<file path="src/rtl/hpd_pkg.sv">
// ----------------------------------------------------------------------------
// hpd_pkg
// Types and constants of the palette pixel decoder.
// ----------------------------------------------------------------------------
package hpd_pkg;

  localparam int CODE_W        = 8;
  localparam int CNT_W         = 9;
  localparam int CB_W          = 4;
  localparam int TIDX_W        = 16;
  localparam int PAL_W         = 24;
  localparam int CFG_IDX_W     = 3;
  localparam int CFG_DATA_W    = 16;
  localparam int PAL_DEPTH_DEF = 256;
  localparam int CB_MAX        = 8;

  localparam logic [CFG_IDX_W-1:0] REG_TRUE_COLOR    = 3'd0;
  localparam logic [CFG_IDX_W-1:0] REG_PALETTE_COUNT = 3'd1;
  localparam logic [CFG_IDX_W-1:0] REG_COLOR_BITS    = 3'd2;
  localparam logic [CFG_IDX_W-1:0] REG_HAM_ENABLE    = 3'd3;
  localparam logic [CFG_IDX_W-1:0] REG_TRANSP_ENABLE = 3'd4;
  localparam logic [CFG_IDX_W-1:0] REG_TRANSP_INDEX  = 3'd5;

  localparam logic [CB_W-1:0] COLOR_BITS_RST = 4'd4;

  localparam logic [1:0] CTRL_BLUE = 2'd1;
  localparam logic [1:0] CTRL_RED  = 2'd2;

  localparam logic STATUS_OK  = 1'b0;
  localparam logic STATUS_ERR = 1'b1;

  typedef struct packed {
    logic                  true_color;
    logic [CNT_W-1:0]      palette_count;
    logic [CB_W-1:0]       color_bits;
    logic                  ham_enable;
    logic                  transp_enable;
    logic [TIDX_W-1:0]     transp_index;
  } cfg_t;

  // red in the lowest byte
  typedef struct packed {
    logic [7:0] a;
    logic [7:0] b;
    logic [7:0] g;
    logic [7:0] r;
  } rgba_t;

  localparam rgba_t OPAQUE_BLACK = '{a: 8'hFF, b: 8'h00, g: 8'h00, r: 8'h00};

endpackage

</file>
<file path="src/rtl/hpd_mod_unit.sv">
// ----------------------------------------------------------------------------
// hpd_mod_unit
// Restoring remainder unit: code modulo count, one quotient bit per cycle.
// ----------------------------------------------------------------------------
module hpd_mod_unit (
  input  logic                         clk,
  input  logic                         rst_n,
  input  logic                         start,
  input  logic [hpd_pkg::CODE_W-1:0]   dividend,
  input  logic [hpd_pkg::CNT_W-1:0]    divisor,
  output logic                         done,
  output logic [hpd_pkg::CODE_W-1:0]   remainder
);
  import hpd_pkg::*;

  localparam int SW = $clog2(CODE_W);

  logic              busy_r;
  logic              done_r;
  logic [SW-1:0]     step_r;
  logic [CNT_W-1:0]  rem_r;
  logic [CODE_W-1:0] dvd_r;
  logic [CNT_W-1:0]  dvs_r;
  logic [CNT_W-1:0]  trial;
  logic [CNT_W-1:0]  rem_nxt;

  // remainder before a shift is below the divisor, so it fits in CODE_W bits
  assign trial   = {rem_r[CODE_W-1:0], dvd_r[step_r]};
  assign rem_nxt = (trial >= dvs_r) ? (trial - dvs_r) : trial;

  always_ff @(posedge clk) begin
    if (!rst_n) begin
      busy_r <= 1'b0;
      done_r <= 1'b0;
      step_r <= '0;
    end else begin
      done_r <= 1'b0;
      if (start) begin
        busy_r <= 1'b1;
        step_r <= SW'(CODE_W - 1);
      end else if (busy_r) begin
        step_r <= step_r - SW'(1);
        if (step_r == '0) begin
          busy_r <= 1'b0;
          done_r <= 1'b1;
        end
      end
    end
  end

  always_ff @(posedge clk) begin
    if (start) begin
      rem_r <= '0;
      dvd_r <= dividend;
      dvs_r <= divisor;
    end else if (busy_r) begin
      rem_r <= rem_nxt;
    end
  end

  assign done      = done_r;
  assign remainder = rem_r[CODE_W-1:0];

endmodule

</file>
<file path="config.mk">
export PLATFORM = sky130hd
export DESIGN_NAME = hpd_mod_unit
export DESIGN_NICKNAME = d
export VERILOG_FILES = /design/src/rtl/hpd_pkg.sv /design/src/rtl/hpd_mod_unit.sv
export SDC_FILE = /design/constraint.sdc
export NUM_CORES = 1
export LEC_CHECK = 0
export BUFFER_PORTS_ARGS = -buffer_cell sky130_fd_sc_hd__buf_2
export CELL_PAD_IN_SITES_DETAIL_PLACEMENT = 1
export CELL_PAD_IN_SITES_GLOBAL_PLACEMENT = 2
export CORE_MARGIN = 1
export CORE_UTILIZATION = 36
export CTS_BUF_LIST = sky130_fd_sc_hd__clkbuf_4
export CTS_CLUSTER_SIZE = 10
export DETAILED_ROUTE_END_ITERATION = 8
export GPL_TIMING_DRIVEN = 0
export PLACE_DENSITY = 0.91
export SETUP_SLACK_MARGIN = 0.3
export SYNTH_ARGS = -nofsm -noshare
export SYNTH_HDL_FRONTEND = slang
export SYNTH_SLANG_ARGS = --single-unit
</file>
<file path="constraint.sdc">
create_clock -name clk -period 3.75 [get_ports clk]
set_clock_uncertainty 0.2 [all_clocks]
set_input_delay 1.125 -clock clk [delete_from_list [all_inputs] [get_ports clk]]
set_output_delay 1.125 -clock clk [all_outputs]
set_load 0.005 [all_outputs]
</file>
==> flow_summary.rst <==
.. list-table::
   :header-rows: 1

   * - Metric
     - Value
   * - Status
     - complete, no violations
   * - Final Max Tran Viols
     - 0
   * - Worst min-delay path startpoint
     - busy_r$_SDFF_PN0_
   * - Clock tree from TritonCTS
     - yes
   * - Area contributors post-synth
     - edfxtp_1 31%, dfxtp_1 16%, ha_1 9.3%
   * - Final Routed Wirelength
     - 3801 um
   * - Horizontal die dimension
     - roughly 70 um
   * - Antenna-violating nets left
     - 0
   * - Number of DRC markers in iteration 0
     - between 50 and 60
   * - Die height
     - a little under 70 um
   * - Critical path launch point type
     - flip-flop
   * - Cell accounting for the most synthesized area
     - edfxtp_1
   * - Worst-case register-to-register setup slack
     - about 0.77 ns
   * - Largest stage delay, worst path
     - ~0.60 ns
   * - Cell leakage power
     - between 0.8 and 0.9 nW
   * - Die Outline Area
     - ~0.0048 mm^2
   * - Routability Congestion
     - about 0.75
   * - Number of enable flip-flop cells after synthesis
     - 17
   * - Syn Nets
     - 188
   * - Slowest CP cell
     - mux4_1
   * - Via total after detailed routing
     - around 1300
   * - Initial antenna violation count
     - 0
   * - Fill cells
     - roughly 490
   * - Worst min path class
     - reg2reg
   * - Critical R2R Capture
     - rem_r[6]$_SDFFE_PP0P_
   * - Leading cell types in the layout, fill and taps excluded
     - 29 x buf_2, 17 x edfxtp_1, 16 x inv_1, 16 x nor2_1, 13 x dfxtp_1
   * - Switching Fraction
     - 30.76%
   * - Number of buffers inserted to repair setup after CTS
     - 0
   * - Buffer type at the clock tree root
     - clkbuf_4
   * - Vias per std cell
     - around 5.5
   * - Clock latency of the later-clocked register in the worst-skew pair
     - between 0.3 and 0.4 ns
   * - Total DRC errors in the routed layout
     - 0
   * - Fin crit share
     - 79.46%
   * - Setup crit end kind
     - flip-flop
   * - Hold Crit Depth
     - 2
   * - Reg clk slew, reported paths
     - around 0.09 ns
   * - End of the worst hold path
     - done$_SDFF_PP0_
   * - Total number of H-tree levels
     - 2
   * - Post-route core utilization
     - 43.10%
   * - Slew at the pin closest to its max-slew limit
     - between 0.6 and 0.7 ns
   * - Highest net fanout along the worst path
     - 4
   * - Post-layout minimum cycle time
     - between 2 and 3 ns
   * - Detailed Place HPWL
     - between 2000 and 3000 um
   * - Most instantiated flip-flop cell in the synthesis netlist
     - edfxtp_1
   * - Sw power
     - 0.0002370 W
   * - Number of global-route vias before repair
     - 1380
   * - Worst path cell trace
     - mux4_1 > mux2i_1 > ha_1 > fa_1 > nand2b_1 > a21oi_1 > mux2i_1 > o22ai_1 > a311oi_1
   * - Site row count
     - 24
   * - Initial standard-cell utilization of the core
     - 37.27%
   * - #FFs+latches synth
     - 30
   * - Instance count after placement with tap cells included
     - 235
   * - Mapped Avg Cell Area
     - between 10 and 15 um^2
   * - Number of primary I/O pins
     - 29
   * - Worst relative slew slack
     - roughly 60%
   * - Final count of negative-setup-slack endpoints
     - 0
   * - Share of the synthesized area in the top cell type
     - 31.46%
   * - Hold Worst Slack
     - 0.3232 ns
   * - Area growth from synthesis to final layout
     - 15.65%
   * - Most common cell after layout, fill and taps aside
     - buf_2
   * - Buffer and inverter count on the worst path
     - 0
   * - Top achievable clock speed
     - between 0.3 and 0.4 GHz
   * - Global routing usage summed across all routing layers
     - around 17%
   * - Post-CTS Hold Buffers
     - 0
   * - Number of standard cells in the final layout excluding fillers
     - around 240
   * - Critical path type
     - reg2reg
   * - Worst-case reg-to-reg path depth
     - 9
   * - Top cell family by delay on the critical path
     - multiplexers
   * - Global-route wire length before repair
     - approximately 6400 um
   * - Final setup TNS
     - 0 ns
   * - Fraction of synthesis flops using an asynchronous set or reset pin
     - 0%
   * - Number of maximum-capacitance constraint violations
     - 0
   * - Number of cells produced by synthesis
     - between 150 and 200
   * - Layout cells sized above 1
     - between 20% and 30%
   * - Number of optimization iterations in the first detailed-route pass
     - 4
   * - WP data arrival
     - 3.01 ns
   * - Gate power share
     - 25.4%
   * - VDD IR-drop max
     - around 0.2 mV
   * - Data required time of the critical path
     - between 3 and 4 ns
   * - Hold Fails Final Rpt
     - 0
   * - Cell Pwr Density
     - just over 400 mW/mm^2
   * - Number of unique standard cell types used by synthesis
     - 42
   * - Area of the placeable core
     - ~0.0044 mm^2
   * - Number of input and output port buffers inserted
     - 28
   * - # diodes
     - 0
   * - Number of instances resized during post-cts repair
     - 0
   * - Number of nets in the final layout
     - 223
   * - Overflow left after global routing
     - 0
   * - Total CTS buffers
     - 5
   * - Internal
     - 0.0005335 W
   * - Number of clock sinks
     - 30
   * - Sequential share of the synthesized area
     - 47.49%
   * - Avg WL per Cell
     - 15.71 um
   * - Clock power frac
     - approximately a quarter
   * - R2R Path Start
     - step_r[0]$_SDFFE_PN0P_
   * - Unrepaired setup endpoints after global routing
     - no
   * - Sequential Power Share
     - 51.2%
   * - Synthesis warning total
     - 0
   * - Maximum number of pins on one net before global-route repair
     - 20
   * - Area of the mapped netlist
     - approximately 0.0016 mm^2
   * - Maximum buffer depth of the clock tree
     - 2
   * - Worst path most repeated cell
     - mux2i_1
-- layer usage --
layer,GRT usage [%],part of all wire (%),vias to the layer above
met4,7.029,2.1,0
met2,30.31,52,26
met3,4.532,4.2,9
li1,-,-,649
met1,19.79,42,640
met5,0,0,-
-- power by group through the flow --
stage	combinational (W)	clock, W	sequential, W
floorplan	0.000136	0	0.000397
global placement	0.000185	0	0.000400
detailed placement	0.000195	0	0.000402
CTS	0.000198	0.000187	0.000394
global route	0.000220	0.000198	0.000398
finish	0.000196	0.000181	0.000394
-- per-stage QoR --
stage	cell area, um^2	setup WS (ns)	total power, W
final	1877	0.7701	0.0007705
after floorplan	1623	1.118	0.0005324
after global routing	1877	0.6044	0.0008165
after detailed placement	1828	0.7873	0.0005974
after CTS	1877	0.7559	0.0007787
after global placement	1828	0.8744	0.0005848
-- registers in the layout, summed over array words and instances (netlist names) --
name    count
dvd_r       8
rem_r       8
step_r      3
done        1
busy_r      1
dvs_r       9
-- layout make-up --
cell class / instances / area (um^2) / area share, %
clock inverter: 1 / 3.754 / 0.2000
timing repair buffer: 28 / 140.1 / 7.467
multi-input combinational: 105 / 772.0 / 41.13
tap: 52 / 65.06 / 3.467
clock buffer: 6 / 45.04 / 2.400
sequential: 30 / 770.7 / 41.07
inverter: 17 / 63.81 / 3.400
buffer: 3 / 16.27 / 0.8667
-- worst max-delay path by stage --
stage | startpoint | to | slack [ns] | depth (start not counted)
after floorplan | step_r[0]$_SDFFE_PN0P_ | rem_r[0]$_SDFFE_PP0P_ | 1.12 | 8
after global placement | step_r[0]$_SDFFE_PN0P_ | rem_r[0]$_SDFFE_PP0P_ | 0.87 | 8
after detailed placement | step_r[0]$_SDFFE_PN0P_ | rem_r[0]$_SDFFE_PP0P_ | 0.79 | 8
after CTS | step_r[0]$_SDFFE_PN0P_ | rem_r[6]$_SDFFE_PP0P_ | 0.76 | 9
after global routing | step_r[0]$_SDFFE_PN0P_ | rem_r[6]$_SDFFE_PP0P_ | 0.60 | 9
final | step_r[0]$_SDFFE_PN0P_ | rem_r[6]$_SDFFE_PP0P_ | 0.77 | 9
-- cell usage after synthesis, drive strengths merged (3+ instances only) --
| master | n |
|---|---|
| nand2 | 10 |
| nor2 | 16 |
| dfxtp | 13 |
| o21ai | 9 |
| a21oi | 11 |
| ha | 12 |
| nand3 | 5 |
| nand2b | 3 |
| a311oi | 4 |
| nor3 | 3 |
| inv | 17 |
| xnor2 | 3 |
| edfxtp | 17 |
-- kinds of logic (layout without fill, tap and decap cells) --
group | count (synthesis) | in the layout | share of synthesized area, %
AND/OR/NAND/NOR | 44 | 44 | 13.34
AO/OA/AOI/OAI | 40 | 40 | 17.12
flip-flops | 30 | 30 | 47.49
buffers and inverters | 20 | 55 | 4.934
adder cells (fa/ha/maj) | 13 | 13 | 10.49
XOR/XNOR | 4 | 4 | 2.159
multiplexers | 4 | 4 | 4.472
-- worst reg2reg max path, delay by kind of cell (launching register included) --
kind / cells / cell delay (ns)
DFF: 1 / 0.44
muxes: 3 / 1.06
AOI/OAI and AO/OA: 3 / 0.57
adders and majority gates: 2 / 0.47
and+or+nand+nor: 1 / 0.14
Note: power is estimated with default switching activity, not from simulation.
