[config.mk]
export PLATFORM = sky130hd
export DESIGN_NAME = hpd_cfg_regs
export DESIGN_NICKNAME = d
export VERILOG_FILES = /design/src/rtl/hpd_pkg.sv /design/src/rtl/hpd_cfg_regs.sv
export SDC_FILE = /design/constraint.sdc
export NUM_CORES = 1
export LEC_CHECK = 0
export BUFFER_PORTS_ARGS = -buffer_cell sky130_fd_sc_hd__buf_2
export CELL_PAD_IN_SITES_DETAIL_PLACEMENT = 0
export CELL_PAD_IN_SITES_GLOBAL_PLACEMENT = 1
export CORE_ASPECT_RATIO = 1.5
export CORE_MARGIN = 2
export CORE_UTILIZATION = 34
export CTS_BUF_LIST = sky130_fd_sc_hd__clkbuf_16
export CTS_CLUSTER_DIAMETER = 80
export DETAILED_ROUTE_END_ITERATION = 10
export PLACE_DENSITY = 0.8
export SYNTH_ARGS = -nofsm -noshare
export SYNTH_HDL_FRONTEND = slang
export SYNTH_SLANG_ARGS = --single-unit
[constraint.sdc]
create_clock -name clk -period 1.3 [get_ports clk]
set_input_delay 0.26 -clock clk [delete_from_list [all_inputs] [get_ports clk]]
set_output_delay 0.26 -clock clk [all_outputs]
set_load 0.05 [all_outputs]
[src/rtl/hpd_pkg.sv]
// ----------------------------------------------------------------------------
// hpd_pkg
// Types and constants of the palette pixel decoder.
// ----------------------------------------------------------------------------
package hpd_pkg;

  localparam int CODE_W        = 8;
  localparam int CNT_W         = 9;
  localparam int CB_W          = 4;
  localparam int TIDX_W        = 16;
  localparam int PAL_W         = 24;
  localparam int CFG_IDX_W     = 3;
  localparam int CFG_DATA_W    = 16;
  localparam int PAL_DEPTH_DEF = 256;
  localparam int CB_MAX        = 8;

  localparam logic [CFG_IDX_W-1:0] REG_TRUE_COLOR    = 3'd0;
  localparam logic [CFG_IDX_W-1:0] REG_PALETTE_COUNT = 3'd1;
  localparam logic [CFG_IDX_W-1:0] REG_COLOR_BITS    = 3'd2;
  localparam logic [CFG_IDX_W-1:0] REG_HAM_ENABLE    = 3'd3;
  localparam logic [CFG_IDX_W-1:0] REG_TRANSP_ENABLE = 3'd4;
  localparam logic [CFG_IDX_W-1:0] REG_TRANSP_INDEX  = 3'd5;

  localparam logic [CB_W-1:0] COLOR_BITS_RST = 4'd4;

  localparam logic [1:0] CTRL_BLUE = 2'd1;
  localparam logic [1:0] CTRL_RED  = 2'd2;

  localparam logic STATUS_OK  = 1'b0;
  localparam logic STATUS_ERR = 1'b1;

  typedef struct packed {
    logic                  true_color;
    logic [CNT_W-1:0]      palette_count;
    logic [CB_W-1:0]       color_bits;
    logic                  ham_enable;
    logic                  transp_enable;
    logic [TIDX_W-1:0]     transp_index;
  } cfg_t;

  // red in the lowest byte
  typedef struct packed {
    logic [7:0] a;
    logic [7:0] b;
    logic [7:0] g;
    logic [7:0] r;
  } rgba_t;

  localparam rgba_t OPAQUE_BLACK = '{a: 8'hFF, b: 8'h00, g: 8'h00, r: 8'h00};

endpackage

[src/rtl/hpd_cfg_regs.sv]
// ----------------------------------------------------------------------------
// hpd_cfg_regs
// Configuration register file, written through the cfg channel.
// ----------------------------------------------------------------------------
module hpd_cfg_regs (
  input  logic                            clk,
  input  logic                            rst_n,
  input  logic                            wr_en,
  input  logic [hpd_pkg::CFG_IDX_W-1:0]   wr_index,
  input  logic [hpd_pkg::CFG_DATA_W-1:0]  wr_data,
  output hpd_pkg::cfg_t                   cfg
);
  import hpd_pkg::*;

  cfg_t cfg_r;

  always_ff @(posedge clk) begin
    if (!rst_n) begin
      cfg_r.true_color    <= 1'b0;
      cfg_r.palette_count <= '0;
      cfg_r.color_bits    <= COLOR_BITS_RST;
      cfg_r.ham_enable    <= 1'b0;
      cfg_r.transp_enable <= 1'b0;
      cfg_r.transp_index  <= '0;
    end else if (wr_en) begin
      case (wr_index)
        REG_TRUE_COLOR:    cfg_r.true_color    <= wr_data[0];
        REG_PALETTE_COUNT: cfg_r.palette_count <= wr_data[CNT_W-1:0];
        REG_COLOR_BITS:    cfg_r.color_bits    <= wr_data[CB_W-1:0];
        REG_HAM_ENABLE:    cfg_r.ham_enable    <= wr_data[0];
        REG_TRANSP_ENABLE: cfg_r.transp_enable <= wr_data[0];
        REG_TRANSP_INDEX:  cfg_r.transp_index  <= wr_data[TIDX_W-1:0];
        default: ;
      endcase
    end
  end

  assign cfg = cfg_r;

endmodule

==> results of run 1 <==
[synth_stat cells]
master | n | share of area, %
buf_6 | 1 | 0.88
buf_2 | 2 | 0.78
nand2_1 | 47 | 14
nor4b_1 | 1 | 0.69
buf_4 | 1 | 0.59
nand4bb_1 | 1 | 0.88
nor2b_1 | 2 | 0.98
and4b_1 | 1 | 0.78
and4bb_1 | 2 | 2.0
buf_12 | 1 | 1.6
mux2i_1 | 32 | 25
nand4b_1 | 1 | 0.69
dfxtp_1 | 32 | 50
clkbuf_1 | 4 | 1.2
[worst paths after layout]
path	end	from	slack [ns]
setup / recovery	cfg[19]	cfg[19]$_SDFFE_PN0P_	0.13
hold / removal	cfg[15]$_SDFFE_PN0P_	wr_data[15]	0.24
setup reg to reg	cfg[19]$_SDFFE_PN0P_	cfg[19]$_SDFFE_PN0P_	0.68
hold reg to reg	cfg[12]$_SDFFE_PN0P_	cfg[12]$_SDFFE_PN0P_	0.45
[layer usage]
metal | global-route usage [%] | vias up | part of all wire, %
li1 | - | 531 | -
met1 | 13.6 | 484 | 39
met2 | 26.5 | 39 | 51
met3 | 5.45 | 6 | 7.9
met4 | 6.50 | 0 | 2.4
met5 | 0 | - | 0
[cell families after synthesis]
family	share of synthesized area, %
mux	25.1
buf+inv	5.00
flops	50.1
simple gates	19.8
[power by group through the flow]
stage	Combinational, uW	Sequential, uW	Clock [uW]
5_1_grt	252	1020	1080
2_1_floorplan	82.6	1110	0
4_1_cts	236	1020	1040
3_3_place_gp	231	1030	0
6_report	232	1020	1020
3_5_place_dp	235	1030	0
[through the flow]
step	hold WS, ns	util (%)
final	0.242	46.8
after global routing	0.256	46.8
after CTS	0.235	46.8
after detailed placement	0.444	43.4
after global placement	0.439	43.4
after floorplan	0.402	-
[cell type report]
cell class	count	area [um^2]	share of cell area (%)
multi-input combinational	87	573	33.6
tap	43	53.8	3.15
clock buffer	5	125	7.33
sequential	32	641	37.5
timing repair buffer	58	315	18.5
==> summary.md, run 1 <==
| Metric | Value |
|---|---|
| Status | finished, final reports clean |
| WP data required | 1.04 ns |
| Largest net degree at the start of global routing | 23 |
| Layout cells sized above 1 | 34.6% |
| Final ANT Viol Nets | 0 |
| Final nets | 206 |
| RSZ-0062 raised after global routing | false |
| Power, Total | 2260 uW |
| PortBufs | between 50 and 60 |
| Sequential area share after synthesis | 50.1% |
| CTS Buf Count | 5 |
| Final Setup Violations | 0 |
| Final Cycle Share | 90.0% |
| Drt first pass iters | 6 |
| Clock root cell | clkbuf_16 |
| Max FO, Critical Path | 2 |
| Post-Syn Instances | 128 |
| Crit path DAT | 0.91 ns |
| Synth cell types | 14 |
| Power share of the clock group | 44.8% |
| CP Class | flop to primary output |
| Die Height | 79.1 um |
| Vias | 1,060 |
| Crit end category | primary output |
| Worst reg2reg path depth | 2 |
| First-pass GRT wire length | between 4000 and 5000 um |
| Avg Cell Area, Syn | 9.98 um^2 |
| Num Clock Sinks | 32 |
| Diodes inserted | 0 |
| Setup TNS | 0 ns |
| CTS tree | yes |
| Max FFs per register | 32 |
| Final hold vios | 0 |
| Final Cell Area | between 1500 and 2000 um^2 |
| DP HPWL | 2160 um |
| Row cnt | 27 |
| Worst Hold Class | input pin to flop |
| Yosys reg bits | 32 |
| Most frequent cells in the layout | buf_2, nand2_1, mux2i_1, dfxtp_1, clkbuf_16 |
| Sum of buffers and inverters on the critical path | 1 |
| WHS Path Cells | 3 |
| Logic pwr share | 10.3% |
| Max_cap viols | 0 |
| Post-CTS sizing | 0 |
| Crit start category | flop |
| VDD IR-drop max | 1.05 mV |
| Slowest cell on crit path | dfxtp_1 |
| Filler cells | 365 |
| Pre-CTS WS | 0.122 ns |
| Fmax | 0.855 GHz |
| Starting Density | 35.0% |
| Vias in the first global route | 1,049 |
| Clock-pin slew on the worst setup and hold paths | approximately 0.050 ns |
| Final wirelength | 2790 um |
| Cell family with most CP delay | flip-flops |
| RD Place Congestion | 0.727 |
| Yosys warnings | 0 |
| Slowest stage delay, CP | ~0.36 ns |
| Drt first-iter violations | 15 |
| CTS Buffer Depth | 2 |
| Dpl cells | 220 |
| Worst-skew pair later-pin latency | about 0.27 ns |
| Post-CTS Setup Bufs | 0 |
| Most common cell after layout, fill and taps aside | buf_2 |
| Seq pwr share | between 40 and 50% |
| Hold-fix buffers at CTS | 0 |
| Die area | 4270 um^2 |
| Stages on worst setup path | 1 |
| Mapped Area | 1280 um^2 |
| Pleak | approximately 0.00084 uW |
| Ports | 54 |
| Power Internal | 1760 uW |
| Slew at the pin closest to its max-slew limit | 0.366 ns |
| Total GRT Usage | 14.5% |
| Worst slew margin relative to its limit | 75.2% |
| Vias per cell | 4.71 |
| Switching share of power | 22.5% |
| PwrDens | 1330 nW/um^2 |
| Post-DP Area | ~1600 um^2 |
| Crit path cell chain | buf_2 |
| Final Max Slew Viols | 0 |
| Minimum clock period | around 1.2 ns |
| Clk_skew | 0 ns |
| Post-DR wirelength/cell | 12.4 um |
| H-tree depth reported by CTS | 2 |
| Switch Pwr | roughly 510 uW |
| Initial antenna violation count | 0 |
| Die X | 54.1 um |
| Final worst setup slack | about 0.13 ns |
| Non-Filler Instances | about 230 |
| GRT overflow | 0 |
| Net Count, Synth | 150 |
| Core area | 3650 um^2 |
| DRC | 0 |
| Syn-to-layout area delta | 33.7% |
No activity file was read; power rests on OpenSTA's default activity.
==> run 2: changes to the inputs <==
Settings changed: CORE_MARGIN 2 to unset.
==> run 2 against run 1 <==
Final area increased by 0.73%; core utilization increased by 2.6 points; sequential power about the same; critical path type unchanged; largest power group is now clock; highest routed layer unchanged.
==> summary.md, run 2 (synthesis gave the netlist of run 1 again) <==
| Metric | Value |
|---|---|
| Status | finished, final reports clean |
| Num Clock Sinks | 32 |
| Final nets | 206 |
| Critical Path Sink | cfg[14] |
| CTS Buffer Depth | 2 |
| Met2 WL | 1340 um |
| Clk_skew | 0 ns |
| Clock-pin slew on the worst setup and hold paths | 0.05 ns |
| Final ANT Viol Nets | 0 |
| Worst r2r src | cfg[22]$_SDFFE_PN0P_ |
| Power, Total | 2340 uW |
| Die Height | between 70 and 80 um |
| Max_cap viols | 0 |
| WHS | 0.228 ns |
| DRC | 0 |
| Vias | 1,069 |
| Filler cells | 345 |
| Syn-to-layout area delta | 34.7% |
| Setup TNS | 0 ns |
| Worst Hold Class | input pin to flop |
| GRT overflow | 0 |
| Layout cells sized above 1 | between 30% and 40% |
| Vias in the first global route | 1,036 |
| Row cnt | 26 |
| PwrDens | between 1000 and 1500 nW/um^2 |
| Post-CTS Setup Bufs | 0 |
| Die X | 52.1 um |
| Most frequent cells in the layout | buf_2, nand2_1, mux2i_1, dfxtp_1, clkbuf_16 |
| R2r setup slk | slightly below 0.7 ns |
| Max FO, Critical Path | 2 |
| Diodes inserted | 0 |
| Final Max Slew Viols | 0 |
| WP data required | 1.04 ns |
| Worst reg2reg path depth | 2 |
| Final hold vios | 0 |
| Vias per cell | 4.71 |
| Crit end category | primary output |
| Final worst setup slack | 0.154 ns |
| RSZ-0062 raised after global routing | false |
| Post-CTS sizing | 0 |
| DR WL met3 | between 200 and 250 um |
| Largest net degree at the start of global routing | 28 |
| Stages on worst setup path | 1 |
| Starting Density | 36.7% |
| First-pass GRT wire length | 4620 um |
| Slowest stage delay, CP | 0.34 ns |
| Die area | 4010 um^2 |
| Cell family with most CP delay | flip-flops |
| Post-DR wirelength/cell | between 10 and 15 um |
| Crit start category | flop |
| Crit path cell chain | buf_2 |
| PortBufs | 53 |
| CTS Buf Count | 5 |
| Pleak | 0.000847 uW |
| Slew at the pin closest to its max-slew limit | ~0.36 ns |
| Final Setup Violations | 0 |
| Hold-fix buffers at CTS | 0 |
| Slowest cell on crit path | dfxtp_1 |
| VDD IR-drop max | about 1.1 mV |
| CTS tree | yes |
| Clock root cell | clkbuf_16 |
| Minimum clock period | 1.15 ns |
| Drt first-iter violations | 22 |
| DP HPWL | 2090 um |
| Drt first pass iters | 4 |
| RD Place Congestion | 0.640 |
| Ports | 54 |
| Final Cycle Share | about nine tenths |
| Final wirelength | between 2000 and 3000 um |
| Total GRT Usage | 15.8% |
| Uppermost layer routed | met4 |
| Worst setup path start | cfg[14]$_SDFFE_PN0P_ |
| Max FFs per register | 32 |
| Pre-CTS WS | 0.142 ns |
| CP Class | flop to primary output |
| Initial antenna violation count | 0 |
| Sum of buffers and inverters on the critical path | 1 |
| Worst-skew pair later-pin latency | 0.27 ns |
| Core area | 3480 um^2 |
| Fmax | around 0.87 GHz |
| Crit path DAT | about 0.89 ns |
| Worst slew margin relative to its limit | 75.5% |
| H-tree depth reported by CTS | 2 |
| FF-to-FF End | cfg[22]$_SDFFE_PN0P_ |
| Most common cell after layout, fill and taps aside | buf_2 |
| Wl on met1 | 1180 um |
==> run 2: cell count changes in the layout (fill, tap and decap cells not counted), sizes merged <==
cell and delta:
clkinv +3
==> run 2: final cells by class <==
| cell class | count | area [um^2] | share of cell area, % |
|---|---|---|---|
| tap | 42 | 52.6 | 3.05 |
| timing repair buffer | 58 | 315 | 18.3 |
| clock buffer | 5 | 125 | 7.27 |
| clock inverter | 3 | 13.8 | 0.800 |
| multi-input combinational | 87 | 573 | 33.3 |
| sequential | 32 | 641 | 37.2 |
==> run 2: per-layer routing <==
layer | vias to the layer above | GRT usage [%]
met5 | - | 0
met4 | 0 | 8.92
met3 | 7 | 6.15
met2 | 57 | 25.0
met1 | 470 | 17.4
li1 | 535 | -
==> run 2: how the worst min path moves through the flow <==
stage	from	cells past startpoint	slack (ns)	end
3_3_place_gp	cfg[2]$_SDFFE_PN0P_	2	0.44	cfg[2]$_SDFFE_PN0P_
4_1_cts	wr_data[15]	3	0.23	cfg[15]$_SDFFE_PN0P_
6_report	wr_data[15]	3	0.23	cfg[15]$_SDFFE_PN0P_
5_1_grt	wr_data[12]	3	0.24	cfg[12]$_SDFFE_PN0P_
2_1_floorplan	wr_data[10]	2	0.40	cfg[10]$_SDFFE_PN0P_
3_5_place_dp	cfg[1]$_SDFFE_PN0P_	2	0.44	cfg[1]$_SDFFE_PN0P_
==> run 2: through the flow <==
step           area (um^2)  instances  util, %
3_5_place_dp          1580        219     45.4
2_1_floorplan         1280        128        -
3_3_place_gp          1580        219     45.4
6_report              1720        227     49.4
5_1_grt               1720        227     49.4
4_1_cts               1720        227     49.4
==> run 2: power by group <==
part / total (uW) / internal [uW] / switching (uW)
sequential: 1010 / 1000 / 10.5
combinational: 234 / 79.5 / 154
clock: 1090 / 693 / 402
total: 2340 / 1780 / 566
==> run 3: changes to the inputs <==
Settings changed: PLACE_DENSITY 0.8 to 0.77.
==> run 3 against run 2 <==
Power fell by 1.5%; count of clock-buffer cells in the layout did not move; clock power barely moved; cell count fell by 0.88%.
==> summary.md, run 3 (synthesis gave the netlist of run 1 again) <==
| Metric | Value |
|---|---|
| Final hold vios | 0 |
| Die X | 52.1 um |
| Vias | 1,055 |
| CP Class | flop to primary output |
| Hold_sp | wr_data[10] |
| Final wirelength | 2640 um |
| Worst setup path start | cfg[1]$_SDFFE_PN0P_ |
| First-pass GRT wire length | 4470 um |
| Final Cycle Share | 87.4% |
| Switching share of power | a little under a quarter |
| RD Place Congestion | about 0.64 |
| Crit path cell chain | buf_2 |
| Clock root cell | clkbuf_16 |
| Ports | 54 |
| Layout cells sized above 1 | 33.3% |
| Diodes inserted | 0 |
| Post-DR wirelength/cell | 11.7 um |
| Seq pwr share | 44.0% |
| Pleak | 0.000842 uW |
| RSZ-0062 raised after global routing | false |
| Vias in the first global route | 1,022 |
| Core area | between 3000 and 4000 um^2 |
| Minimum clock period | between 1 and 1.5 ns |
| Initial antenna violation count | 0 |
| GRT overflow | 0 |
| CTS Buf Count | 5 |
| Worst Hold Class | input pin to flop |
| CTS tree | yes |
| Final Max Slew Viols | 0 |
| Max FO, Critical Path | 2 |
| Largest net degree at the start of global routing | 50 |
| PortBufs | 53 |
| Worst r2r src | cfg[20]$_SDFFE_PN1P_ |
| WP data required | ~1.0 ns |
| Max_cap viols | 0 |
| Crit start category | flop |
| Filler cells | 359 |
| Final nets | 204 |
| Starting Density | between 30% and 40% |
| Slew at the pin closest to its max-slew limit | around 0.33 ns |
| Fmax | 0.880 GHz |
| Row cnt | 26 |
| Crit path DAT | 0.88 ns |
| Die Height | a little under 80 um |
| Setup TNS | 0 ns |
| Syn-to-layout area delta | 34.3% |
| CTS Buffer Depth | 2 |
| Power Internal | 1770 uW |
| Final Cell Area | 1720 um^2 |
| VDD IR-drop max | 0.971 mV |
| Post-CTS Setup Bufs | 0 |
| Switch Pwr | 540 uW |
| Num Clock Sinks | 32 |
| DP HPWL | 1920 um |
| Logic pwr share | 10.1% |
| H-tree depth reported by CTS | 2 |
| Die area | 4010 um^2 |
| Slowest cell on crit path | dfxtp_1 |
| Sum of buffers and inverters on the critical path | 1 |
| Power, Total | 2310 uW |
| PwrDens | 1350 nW/um^2 |
| Slowest stage delay, CP | 0.34 ns |
| Crit end category | primary output |
| Clk_skew | 0 ns |
| Final Setup Violations | 0 |
| Status | finished, final reports clean |
| Post-DP Area | 1580 um^2 |
| Final ANT Viol Nets | 0 |
| Most common cell after layout, fill and taps aside | buf_2 |
| Drt first-iter violations | 12 |
| Worst-skew pair later-pin latency | 0.27 ns |
| Clock-pin slew on the worst setup and hold paths | 0.05 ns |
| Vias per cell | ~4.7 |
| Post-CTS sizing | 0 |
| Most frequent cells in the layout | buf_2, nand2_1, mux2i_1, dfxtp_1, clkbuf_16 |
| Total GRT Usage | 15.0% |
| Worst slew margin relative to its limit | between 70% and 80% |
| Hold-fix buffers at CTS | 0 |
| Cell family with most CP delay | flip-flops |
| Max FFs per register | 32 |
| Power share of the clock group | 46.0% |
| DRC | 0 |
| Drt first pass iters | 4 |
## run 3: cell types whose count changed in the layout (fill, tap and decap cells not counted), sizes merged
cell	delta
buf	-2
inv	+2
clkinv	-2
## run 3: worst paths after layout
check / to / slack [ns] / cells past startpoint
worst max-delay path: cfg[1] / 0.16 / 1
worst min-delay path: cfg[10]$_SDFFE_PN0P_ / 0.23 / 3
worst max register to register: cfg[20]$_SDFFE_PN1P_ / 0.71 / 2
worst min register to register: cfg[11]$_SDFFE_PN0P_ / 0.45 / 2
## run 3: metal layers
layer | GRT usage (%) | wire length, um | vias up
met3 | 5.56 | 194 | 5
met5 | 0 | 0 | -
met1 | 16.6 | 1120 | 478
met4 | 6.49 | 46 | 0
met2 | 24.6 | 1280 | 42
li1 | - | - | 530
## run 3: area by class of cell
class	count	area, um^2	area share, %
Sequential cell	32	641	37.3
Multi-Input combinational cell	87	573	33.4
Timing Repair Buffer	56	313	18.2
Clock buffer	5	125	7.29
Tap cell	42	52.6	3.06
Clock inverter	3	11.3	0.656
## run 3: power groups by stage
stage                     clock (uW)  sequential, uW  combinational [uW]
after global routing            1130            1020                 250
after floorplan                    0            1110                82.6
final                           1060            1010                 232
after detailed placement           0            1030                 235
after CTS                       1080            1010                 235
after global placement             0            1030                 229
## run 3: through the flow
stage / setup slack [ns] / hold slack, ns / instances / util [%]
CTS: 0.157 / 0.232 / 225 / 49.3
floorplan: 0.300 / 0.402 / 128 / -
detailed placement: 0.145 / 0.445 / 217 / 45.4
finish: 0.164 / 0.235 / 225 / 49.3
global placement: 0.199 / 0.439 / 217 / 45.4
global route: 0.122 / 0.253 / 225 / 49.3
